**src/sv/i2csbe_pkg.sv**
```systemverilog
// Package with the types and constants shared by the I2C slave byte engine.
`default_nettype none

package i2csbe_pkg;

  localparam int unsigned DefaultBufDepth = 32;

  // Acknowledge levels shifted out on SDA.
  localparam logic [7:0] AckLevel  = 8'h00;
  localparam logic [7:0] NackLevel = 8'h80;

  // Largest number of bytes the engine accepts in one master write.
  localparam logic [5:0] MaxCapacity = 6'd32;

  typedef enum logic [1:0] {
    CMD_START   = 2'd0,
    CMD_SHIFT   = 2'd1,
    CMD_SERVICE = 2'd2,
    CMD_LOAD    = 2'd3
  } cmd_e;

  typedef enum logic [1:0] {
    REG_OWN_ADDRESS    = 2'd0,
    REG_READ_LENGTH    = 2'd1,
    REG_WRITE_CAPACITY = 2'd2,
    REG_UNUSED         = 2'd3
  } reg_idx_e;

  typedef enum logic [1:0] {
    MODE_WAIT     = 2'd0,
    MODE_TRANSFER = 2'd1,
    MODE_HOLD     = 2'd2
  } bus_mode_e;

  typedef enum logic [2:0] {
    PH_IDLE     = 3'd0,
    PH_ADDR     = 3'd1,
    PH_TX_LOAD  = 3'd2,
    PH_TX_SENT  = 3'd3,
    PH_TX_ACK   = 3'd4,
    PH_RX_ACKED = 3'd5,
    PH_RX_DATA  = 3'd6,
    PH_SERVICE  = 3'd7
  } phase_e;

  // One result item; tx_byte is replaced by buffer read data when from_buf is set.
  typedef struct packed {
    logic       from_buf;
    logic [7:0] tx_byte;
    logic       sda_drive;
    logic [1:0] bus_mode;
    logic [3:0] shift_length;
    logic       rx_valid;
    logic [7:0] rx_byte;
    logic [4:0] rx_index;
    logic       write_done;
    logic [5:0] done_count;
    logic       event_ignored;
  } result_t;

endpackage

`default_nettype wire

```
**src/sv/i2c_slave_byte_engine.sv**
```systemverilog
// Top level of the I2C slave byte engine: event decoder, control state and read buffer.
//
//  Channel  | Direction | Handshake                 | Payload
//  s_axis   | in        | s_axis_tvalid/tready      | tuser cmd, tlast stop_flag, tdata rest
//  m_axis   | out       | m_axis_tvalid/tready      | tdata result fields
//  cfg      | in        | cfg_we_i                  | cfg_idx_i, cfg_data_i
//
// One event is accepted per cycle while the output register can take it, and its result is
// registered in the output register, where the read buffer's registered read port
// supplies the transmit byte. Input is accepted whenever the output register is empty
// or being drained in the same cycle. Reset clears the control state, the configuration
// registers and the output valid flag; read buffer contents stay undefined until loaded.
`default_nettype none

module i2c_slave_byte_engine #(
  parameter int unsigned BUF_DEPTH = i2csbe_pkg::DefaultBufDepth
) (
  input  wire logic        clk_i,
  input  wire logic        rst_ni,
  input  wire logic        s_axis_tvalid,
  output logic             s_axis_tready,
  // [7:0] shift_data, [12:8] load_index, [20:13] load_data, [23:21] zero
  input  wire logic [23:0] s_axis_tdata,
  // [1:0] cmd
  input  wire logic [1:0]  s_axis_tuser,
  // stop_flag
  input  wire logic        s_axis_tlast,
  output logic             m_axis_tvalid,
  input  wire logic        m_axis_tready,
  // [7:0] tx_byte, [8] sda_drive, [10:9] bus_mode, [14:11] shift_length,
  // [15] rx_valid, [23:16] rx_byte, [28:24] rx_index, [29] write_done,
  // [35:30] done_count, [36] event_ignored, [39:37] zero
  output logic [39:0]      m_axis_tdata,
  input  wire logic        cfg_we_i,
  input  wire logic [1:0]  cfg_idx_i,
  input  wire logic [6:0]  cfg_data_i
);
  import i2csbe_pkg::*;

  localparam int unsigned AW = (BUF_DEPTH > 1) ? $clog2(BUF_DEPTH) : 1;
  localparam int unsigned XW = (AW > 6) ? AW : 6;

  // Input fields.
  cmd_e       cmd;
  logic [7:0] shift_data;
  logic       stop_flag;
  logic [4:0] load_index;
  logic [7:0] load_data;

  assign cmd        = cmd_e'(s_axis_tuser);
  assign shift_data = s_axis_tdata[7:0];
  assign load_index = s_axis_tdata[12:8];
  assign load_data  = s_axis_tdata[20:13];
  assign stop_flag  = s_axis_tlast;

  // Configuration registers.
  logic [6:0] own_address_q;
  logic [5:0] read_length_q, write_capacity_q;

  always_ff @(posedge clk_i or negedge rst_ni) begin
    if (!rst_ni) begin
      own_address_q    <= '0;
      read_length_q    <= '0;
      write_capacity_q <= '0;
    end else if (cfg_we_i) begin
      unique case (reg_idx_e'(cfg_idx_i))
        REG_OWN_ADDRESS:    own_address_q    <= cfg_data_i;
        REG_READ_LENGTH:    read_length_q    <= cfg_data_i[5:0];
        REG_WRITE_CAPACITY: write_capacity_q <= cfg_data_i[5:0];
        default: ;
      endcase
    end
  end

  // Control state.
  phase_e     phase_q, phase_d;
  logic [5:0] read_pointer_q, read_pointer_d;
  logic [5:0] write_count_q, write_count_d;

  logic    accept;
  logic    m_valid_q;
  result_t res_q, res_d;

  assign s_axis_tready = !m_valid_q || m_axis_tready;
  assign accept        = s_axis_tvalid && s_axis_tready;

  // Shared decode.
  logic [5:0] len_sat, cap_sat;
  logic       tx_more, rx_room, addr_match;

  assign len_sat    = (32'(read_length_q) > BUF_DEPTH) ? 6'(BUF_DEPTH) : read_length_q;
  assign cap_sat    = (write_capacity_q > MaxCapacity) ? MaxCapacity : write_capacity_q;
  assign tx_more    = read_pointer_q < len_sat;
  assign rx_room    = write_count_q < cap_sat;
  assign addr_match = shift_data[7:1] == own_address_q;

  // Next state.
  always_comb begin
    phase_d        = phase_q;
    read_pointer_d = read_pointer_q;
    write_count_d  = write_count_q;
    unique case (cmd)
      CMD_START: begin
        if (phase_q == PH_IDLE) phase_d = PH_ADDR;
      end
      CMD_SHIFT: begin
        unique case (phase_q)
          PH_ADDR: begin
            if (!addr_match) begin
              phase_d = PH_IDLE;
            end else if (shift_data[0]) begin
              phase_d        = PH_TX_LOAD;
              read_pointer_d = '0;
            end else begin
              phase_d       = PH_RX_ACKED;
              write_count_d = '0;
            end
          end
          PH_TX_ACK, PH_TX_LOAD: begin
            if ((phase_q == PH_TX_ACK && shift_data != 8'd0) || !tx_more) begin
              phase_d = PH_IDLE;
            end else begin
              phase_d        = PH_TX_SENT;
              read_pointer_d = read_pointer_q + 6'd1;
            end
          end
          PH_TX_SENT:  phase_d = PH_TX_ACK;
          PH_RX_ACKED: phase_d = stop_flag ? PH_SERVICE : PH_RX_DATA;
          PH_RX_DATA: begin
            phase_d = PH_RX_ACKED;
            if (rx_room) write_count_d = write_count_q + 6'd1;
          end
          default: phase_d = PH_IDLE;
        endcase
      end
      CMD_SERVICE: begin
        if (phase_q == PH_SERVICE) phase_d = PH_IDLE;
      end
      CMD_LOAD: ;
      default: ;
    endcase
  end

  // Result fields.
  always_comb begin
    res_d = '0;
    unique case (cmd)
      CMD_START: begin
        if (phase_q != PH_IDLE) res_d.event_ignored = 1'b1;
        else res_d.shift_length = 4'd8;
      end
      CMD_SHIFT: begin
        unique case (phase_q)
          PH_ADDR: begin
            if (addr_match) begin
              res_d.tx_byte      = AckLevel;
              res_d.sda_drive    = 1'b1;
              res_d.shift_length = 4'd1;
            end
          end
          PH_TX_ACK, PH_TX_LOAD: begin
            if (!((phase_q == PH_TX_ACK && shift_data != 8'd0) || !tx_more)) begin
              res_d.from_buf     = 1'b1;
              res_d.sda_drive    = 1'b1;
              res_d.shift_length = 4'd8;
            end
          end
          PH_TX_SENT: res_d.shift_length = 4'd1;
          PH_RX_ACKED: begin
            if (stop_flag) begin
              res_d.write_done = 1'b1;
              res_d.done_count = write_count_q;
            end else begin
              res_d.shift_length = 4'd8;
            end
          end
          PH_RX_DATA: begin
            res_d.sda_drive    = 1'b1;
            res_d.shift_length = 4'd1;
            if (rx_room) begin
              res_d.rx_valid = 1'b1;
              res_d.rx_byte  = shift_data;
              res_d.rx_index = write_count_q[4:0];
              res_d.tx_byte  = AckLevel;
            end else begin
              res_d.tx_byte = NackLevel;
            end
          end
          default: ;
        endcase
      end
      default: ;
    endcase
    if (phase_d == PH_IDLE) res_d.bus_mode = MODE_WAIT;
    else if (phase_d == PH_SERVICE) res_d.bus_mode = MODE_HOLD;
    else res_d.bus_mode = MODE_TRANSFER;
  end

  always_ff @(posedge clk_i or negedge rst_ni) begin
    if (!rst_ni) begin
      phase_q        <= PH_IDLE;
      read_pointer_q <= '0;
      write_count_q  <= '0;
      m_valid_q      <= 1'b0;
    end else begin
      if (accept) begin
        phase_q        <= phase_d;
        read_pointer_q <= read_pointer_d;
        write_count_q  <= write_count_d;
      end
      if (s_axis_tready) m_valid_q <= s_axis_tvalid;
    end
  end

  always_ff @(posedge clk_i) begin
    if (accept) res_q <= res_d;
  end

  // Read buffer: one write port for loads, one registered read port for transmit.
  logic [7:0]    mem_q [BUF_DEPTH];
  logic [7:0]    rd_data_q;
  logic [XW-1:0] rd_ext, wr_ext;
  logic          mem_we, mem_re;

  assign rd_ext = XW'(read_pointer_q);
  assign wr_ext = XW'(load_index);
  assign mem_we = accept && cmd == CMD_LOAD && 32'(load_index) < BUF_DEPTH;
  assign mem_re = accept && res_d.from_buf;

  always_ff @(posedge clk_i) begin
    if (mem_we) mem_q[wr_ext[AW-1:0]] <= load_data;
  end

  always_ff @(posedge clk_i) begin
    if (mem_re) rd_data_q <= mem_q[rd_ext[AW-1:0]];
  end

  // Output channel.
  logic [7:0] tx_out;

  assign tx_out        = res_q.from_buf ? rd_data_q : res_q.tx_byte;
  assign m_axis_tvalid = m_valid_q;
  assign m_axis_tdata  = {3'b000, res_q.event_ignored, res_q.done_count, res_q.write_done,
                          res_q.rx_index, res_q.rx_byte, res_q.rx_valid,
                          res_q.shift_length, res_q.bus_mode, res_q.sda_drive, tx_out};

  // Checks.
  a_wc_bound: assert property (@(posedge clk_i) disable iff (!rst_ni)
    write_count_q <= MaxCapacity)
    else $error("write count beyond capacity limit");

  a_rd_hold: assert property (@(posedge clk_i) disable iff (!rst_ni)
    m_valid_q && !m_axis_tready && res_q.from_buf |=> $stable(rd_data_q))
    else $error("buffer read data changed under a stalled result");

  a_start_busy: assert property (@(posedge clk_i) disable iff (!rst_ni)
    accept && cmd == CMD_START && phase_q != PH_IDLE |=> phase_q == $past(phase_q))
    else $error("ignored start changed the phase");

  a_rx_done_excl: assert property (@(posedge clk_i) disable iff (!rst_ni)
    m_valid_q |-> !(res_q.rx_valid && res_q.write_done))
    else $error("received byte and write completion in one result");

endmodule

`default_nettype wire

```
**config.mk**
```make
export PLATFORM = sky130hd
export DESIGN_NAME = i2c_slave_byte_engine
export DESIGN_NICKNAME = d
export VERILOG_FILES = /design/src/sv/i2csbe_pkg.sv /design/src/sv/i2c_slave_byte_engine.sv
export SDC_FILE = /design/constraint.sdc
export NUM_CORES = 1
export LEC_CHECK = 0
export BUFFER_PORTS_ARGS = -buffer_cell sky130_fd_sc_hd__buf_4
export CAP_MARGIN = 20
export CORE_UTILIZATION = 60
export DETAILED_ROUTE_END_ITERATION = 8
export PLACE_DENSITY = 0.89
export SLEW_MARGIN = 20
export SYNTH_ARGS = -nofsm -noshare
export SYNTH_HDL_FRONTEND = slang
export SYNTH_SLANG_ARGS = --single-unit
export TNS_END_PERCENT = 20
```
**constraint.sdc**
```tcl
create_clock -name clk_i -period 3 [get_ports clk_i]
set_input_delay 0.45 -clock clk_i [delete_from_list [all_inputs] [get_ports clk_i]]
set_output_delay 0.45 -clock clk_i [all_outputs]
set_load 0.02 [all_outputs]
```
# Yosys cells after proc, flatten, opt, wreduce, memory -nomap -nowiden
# Memories as Yosys holds them, arrays and structs flattened. A register that Yosys moved wholly into a read port is not among the register bits.
# Index checks and enable logic that the tools add are counted.
[classes]
add_sub_neg = 2
multipliers = 0
n_div = 0
n_lt_le_gt_ge = 4
eq_ne = 19
shift = 0
mux = 38
bitwise = 0
reduce_logical = 27
[op_table]
columns = ["op", "n"]
rows = [
  ["2-to-1 mux 6 bit", 8],
  ["one-hot mux 6 bit (2 select lines)", 2],
  ["2-to-1 mux 8 bit", 2],
  ["one-hot mux 4 bit (4 select lines)", 1],
  ["one-hot mux 8 bit (2 select lines)", 1],
  ["equality test 3 bit (second input constant)", 5],
  ["one-hot mux 3 bit (5 select lines)", 1],
  ["2-to-1 mux 14 bit", 1],
  ["adder 6 x 1 -> 6 bit (second input constant)", 2],
  ["> comparator 6 bit (second input constant)", 2],
  ["< comparator 6 bit", 2],
  ["2-to-1 mux 3 bit", 4],
  ["2-to-1 mux 4 bit", 3],
  ["AND reduction 6 bit", 2],
  ["2-to-1 mux 10 bit", 1],
  ["!= test 2 bit (second input constant)", 5],
  ["AND reduction 2 bit", 5],
  ["one-hot mux 3 bit (3 select lines)", 1],
  ["2-to-1 mux 1 bit", 8],
  ["one-hot mux 4 bit (2 select lines)", 1],
  ["nonzero test 8 bit", 1],
  ["equality test 7 bit", 1],
  ["2-to-1 mux 7 bit", 1],
  ["equality test 2 bit (second input constant)", 3],
  ["14 further kinds", 27],
]
[totals]
register_bits = 73
latchBits = 0
mem_bits_rw = 256
mem_bits_ro = 0
word_cells = 109
mem_count = 1
[mem_list]
columns = ["name", "depth", "width", "rd", "rd_clocked_by_memory_dff", "wr", "line_no", "text"]
rows = [
  ["mem_q", 32, 8, 1, 1, 1, "i2c_slave_byte_engine.sv:220", "logic [7:0] mem_q [BUF_DEPTH];"],
]

# Longest topological paths before layout
[depth]
depth_word = 10
mapped_depth = 10

# Least setup slack after synthesis
# No wires, ideal clock.
[synth_timing]
kind = "input-to-reg"
from = "input port m_axis_tready"
to = "register rd_data_q[0], read port of mem_q, enable pin"
setup_time_ns = 0.378
arrival_time_ns = 2.393
required_ns = 2.622
setup_slack_ns = 0.229
path_stages = 5
n_path_buf = 0
path_cell_list = "nand2b_1 > nand2_1 > inv_1 > nand2_1 > nor2_1"
[synth_via]
elab_chain_len = 3
[synth_rtl]
columns = ["element", "line_no", "text"]
rows = [
  ["start: declaration", "i2c_slave_byte_engine.sv:29", "input wire logic m_axis_tready,"],
  ["logical OR 1 bit", "i2c_slave_byte_engine.sv:84", "assign s_axis_tready = !m_valid_q || m_axis_tready;"],
  ["logical AND 1 bit", "i2c_slave_byte_engine.sv:85", "assign accept = s_axis_tvalid && s_axis_tready;"],
  ["net accept", "i2c_slave_byte_engine.sv:80", "logic accept;"],
  ["logical AND 1 bit", "i2c_slave_byte_engine.sv:228", "assign mem_re = accept && res_d.from_buf;"],
  ["net mem_re", "i2c_slave_byte_engine.sv:223", "logic mem_we, mem_re;"],
  ["end: declaration", "i2c_slave_byte_engine.sv:221", "logic [7:0] rd_data_q;"],
]
# The timed path passes the listed nets, and every way through them passes these cells.
# A chain may end at the register's enable or synchronous reset.

# Final worst setup path
[layout_timing]
from = "register read_pointer_q[0], in the netlist rd_ext[0]"
to = "register rd_data_q[4], read port of mem_q (data pin)"
[layout_via]
elab_chain_len = 7
[layout_rtl]
columns = ["element", "line_no", "text"]
rows = [
  ["start: declaration", "i2c_slave_byte_engine.sv:77", "logic [5:0] read_pointer_q, read_pointer_d;"],
  ["start signal: assignment", "i2c_slave_byte_engine.sv:208", "read_pointer_q <= read_pointer_d;"],
  ["< comparator 6 bit", "i2c_slave_byte_engine.sv:93", "assign tx_more = read_pointer_q < len_sat;"],
  ["logical NOT 1 bit", "i2c_slave_byte_engine.sv:162", "if (!((phase_q == PH_TX_ACK && shift_data != 8'd0) || !tx_more)) begin"],
  ["logical OR 1 bit", "i2c_slave_byte_engine.sv:162", ""],
  ["2-to-1 mux 1 bit", "i2c_slave_byte_engine.sv:162", ""],
  ["2-to-1 mux 1 bit", "i2c_slave_byte_engine.sv:153", "unique case (phase_q)"],
  ["2-to-1 mux 10 bit", "i2c_slave_byte_engine.sv:147", "unique case (cmd)"],
  ["logical AND 1 bit", "i2c_slave_byte_engine.sv:228", ""],
]
# Several ways; a longest one is shown, not always the timed one.

==> results_dict.tcl <==
set metrics [dict create \
    cts_buffers 30 \
    hold_depth 2 \
    die_area_um2 23390 \
    grt_pass1_vias 7417 \
    routed_wl_um 28040 \
    cts_root_buffer "clkbuf_16" \
    syn_avg_cell_area_um2 18.05 \
    hold_viol 0 \
    use_met1_pct 33.39 \
    syn_area_um2 13670 \
    met3_usage_pct 4.253 \
    routedWlPerCell_um 24.21 \
    fp-row-count 54 \
    rrSetupSlack_ns 0.32 \
    worst_r2r_path_depth 4 \
    dr_total_vias 7365 \
    gp_congestion 0.9121 \
    endpoint_kind "register" \
    cts_buffer_depth 3 \
    ios 83 \
    finClkSkew_ns 0.01228 \
    grt_pass1_wl_um 43190 \
    yosys.area.top_type "edfxtp_1" \
    pwr_density_cell_nw_per_um2 696.6 \
    grt_busiest_layer "met2" \
    critical_path_class "register to register" \
    fin_crit_ns 2.675 \
    ys_async_sr_fraction_pct 10.67 \
    hp-start "s_axis_tvalid" \
    core_area_um2 22090 \
    ys_seq_area_share_pct 70.79 \
    hold_class "input port to register" \
    yosysMostFrequentCell "edfxtp_1" \
    fp.dieW_um 152.9 \
    rsz0062_at_grt "false" \
    relSlewSlack_pct 43.40 \
    fin_cells 1158 \
    critPathRequiredTime_ns 3.29 \
    cts_sinks 328 \
    dr.pass1.iters 5 \
    setup_tns_ns 0 \
    setup_viol 0 \
    clock_latency_ns 0.55 \
    crit_path_start_kind "register" \
    antenna_found_initial 0 \
    drc_errors 0 \
    drive_gt1_share_pct 32.12 \
    final_max_slew_viol_count 0 \
    h-tree-depth 1 \
    finalNetCount 907 \
    syn_inst 757 \
    area_growth_pct 13.90 \
    grt_max_degree 46 \
    cts_tree "yes" \
    dp_hpwl_um 18230 \
    post-route-period-util_pct 89.17 \
    timing.rr.end "rd_data_q[4]" \
    dp.cells 1101 \
    status "completed" \
    synth_commonest_cells "293 x edfxtp_1, 80 x mux4_2, 47 x nor2_1" \
    grt_use_met2_pct 41.24 \
    p_leak_nw 5.362 \
    r2r-start "rd_ext[0]" \
    grt_overflow 0 \
    setup_ws_ns 0.3250 \
    ant_nets 0 \
    max_freq_mhz 373.8 \
    synth_warnings 0 \
    drt_iter0_drc 621 \
    dp_slack_ns 0.3181 \
    path_max_fanout 25 \
    die_h_um 152.9 \
    power_mw 10.84 \
    clk_pin_slew_ns 0.07 \
    worst_pin_slew_ns 0.8425 \
    arrival_ns 2.97 \
    synth_cell_types 48 \
    min_to "m_axis_tvalid" \
    synth_edf_count 293 \
    peakVddDrop_uv 519.7 \
    port_buffers 74 \
    ys.flop_type "edfxtp_1" \
    initial_core_util_pct 61.86 \
    viasPerCell 6.360 \
    groute.usage.overall_pct 24.48 \
    synth_top_area_share_pct 64.38 \
    synth_seq_cells 328 \
    diodes 0 \
    cap_violations 0 \
    synthTopCellsByArea "edfxtp_1 64%, mux4_2 13%, dfrtp_1 6.4%" \
]
[flip-flops by register name, summed over array words and instances, names as in the netlist]
signal	count
mem_q	256
m_axis_tdata	27
rd_data_q	8
own_address_q	7
rd_ext	6
read_length_q	6
write_capacity_q	6
write_count_q	6
phase_q	3
res_q	2
m_axis_tvalid	1
[kinds of logic (layout without fill, tap and decap cells)]
logic type                 Yosys count  after routing  synth area share (%)
adders and majority gates           12             12                 1.099
AOI/OAI and AO/OA                   54             54                 2.683
xor gates and xnor gates             7              7                0.4486
other                                1              5               0.02744
DFF                                328            328                 70.79
buffers and inverters               75            192                 3.186
and+or+nand+nor                    171            171                 6.207
muxes                              109            109                 15.56
[power breakdown]
| part | switching (mW) | leakage [nW] | internal [mW] |
|---|---|---|---|
| registers | 0.155 | 3.08 | 5.10 |
| clock network | 1.61 | 0.462 | 2.05 |
| logic | 0.937 | 1.82 | 0.992 |
[critical path: stages (launching register included)]
cell     delay (ns)
dfrtp_4        0.73
buf_12         0.25
mux4_2         0.56
mux4_2         0.56
mux2_2         0.30
[metrics by stage]
step	hold WS, ns	instance area (µm²)	utilization, %
after floorplan	0.1544	13680	-
after global placement	0.4333	14620	66.15
after detailed placement	0.4394	14620	66.15
after CTS	0.08544	15570	70.46
after global routing	0.09095	15570	70.46
final	0.1021	15570	70.46
[routing by layer]
metal / wire [µm] / vias up
met4: 692 / 0
met1: 10770 / 3716
met2: 14050 / 449
li1: - / 3150
met5: 0 / -
met3: 2525 / 50
[layout by cell type (no fill, tap or decap), types with 6 or more instances in the layout]
master | synthesis | layout
nand3_1 | 10 | 10
nor4_1 | 8 | 8
xor2_1 | 7 | 7
nor2b_1 | 7 | 7
clkinv_1 | 0 | 6
nor2_1 | 47 | 47
nor3_1 | 10 | 10
mux2_2 | 28 | 28
nand2_1 | 38 | 38
buf_4 | 32 | 122
dfrtp_1 | 35 | 33
clkbuf_16 | 0 | 31
clkinv_2 | 0 | 9
a31oi_1 | 10 | 10
a21oi_1 | 12 | 12
mux4_2 | 80 | 80
o21ai_0 | 11 | 11
and2_1 | 24 | 24
edfxtp_1 | 293 | 293
clkbuf_1 | 22 | 6
ha_1 | 12 | 12
inv_1 | 10 | 10
[what timing repair did]
action	4_1_cts	5_1_grt
hold endpoints to repair	35	0
setup buffers	0	0
gates resized for setup	0	0
hold buffers	1	0
[final cells by class]
class	count	area (µm²)
clock buffers	37	798.3
inverters	10	37.54
clock inverters	19	142.6
multi-input cells	358	3572
repair buffers	126	985.9
fillers	1296	6528
flip-flops and latches	328	9679
well taps	280	350.3
[worst max path at each step]
stage | from | slack [ns] | to | depth (start not counted)
after floorplan | m_axis_tready | 0.23 | rd_data_q[0] | 5
after global placement | rd_ext[0] | 0.39 | rd_data_q[5] | 4
after detailed placement | rd_ext[0] | 0.32 | rd_data_q[5] | 4
after CTS | rd_ext[0] | 0.30 | rd_data_q[4] | 4
after global routing | rd_ext[0] | 0.20 | rd_data_q[2] | 4
final | rd_ext[0] | 0.32 | rd_data_q[4] | 4
Power figures use the tool's default switching activity.
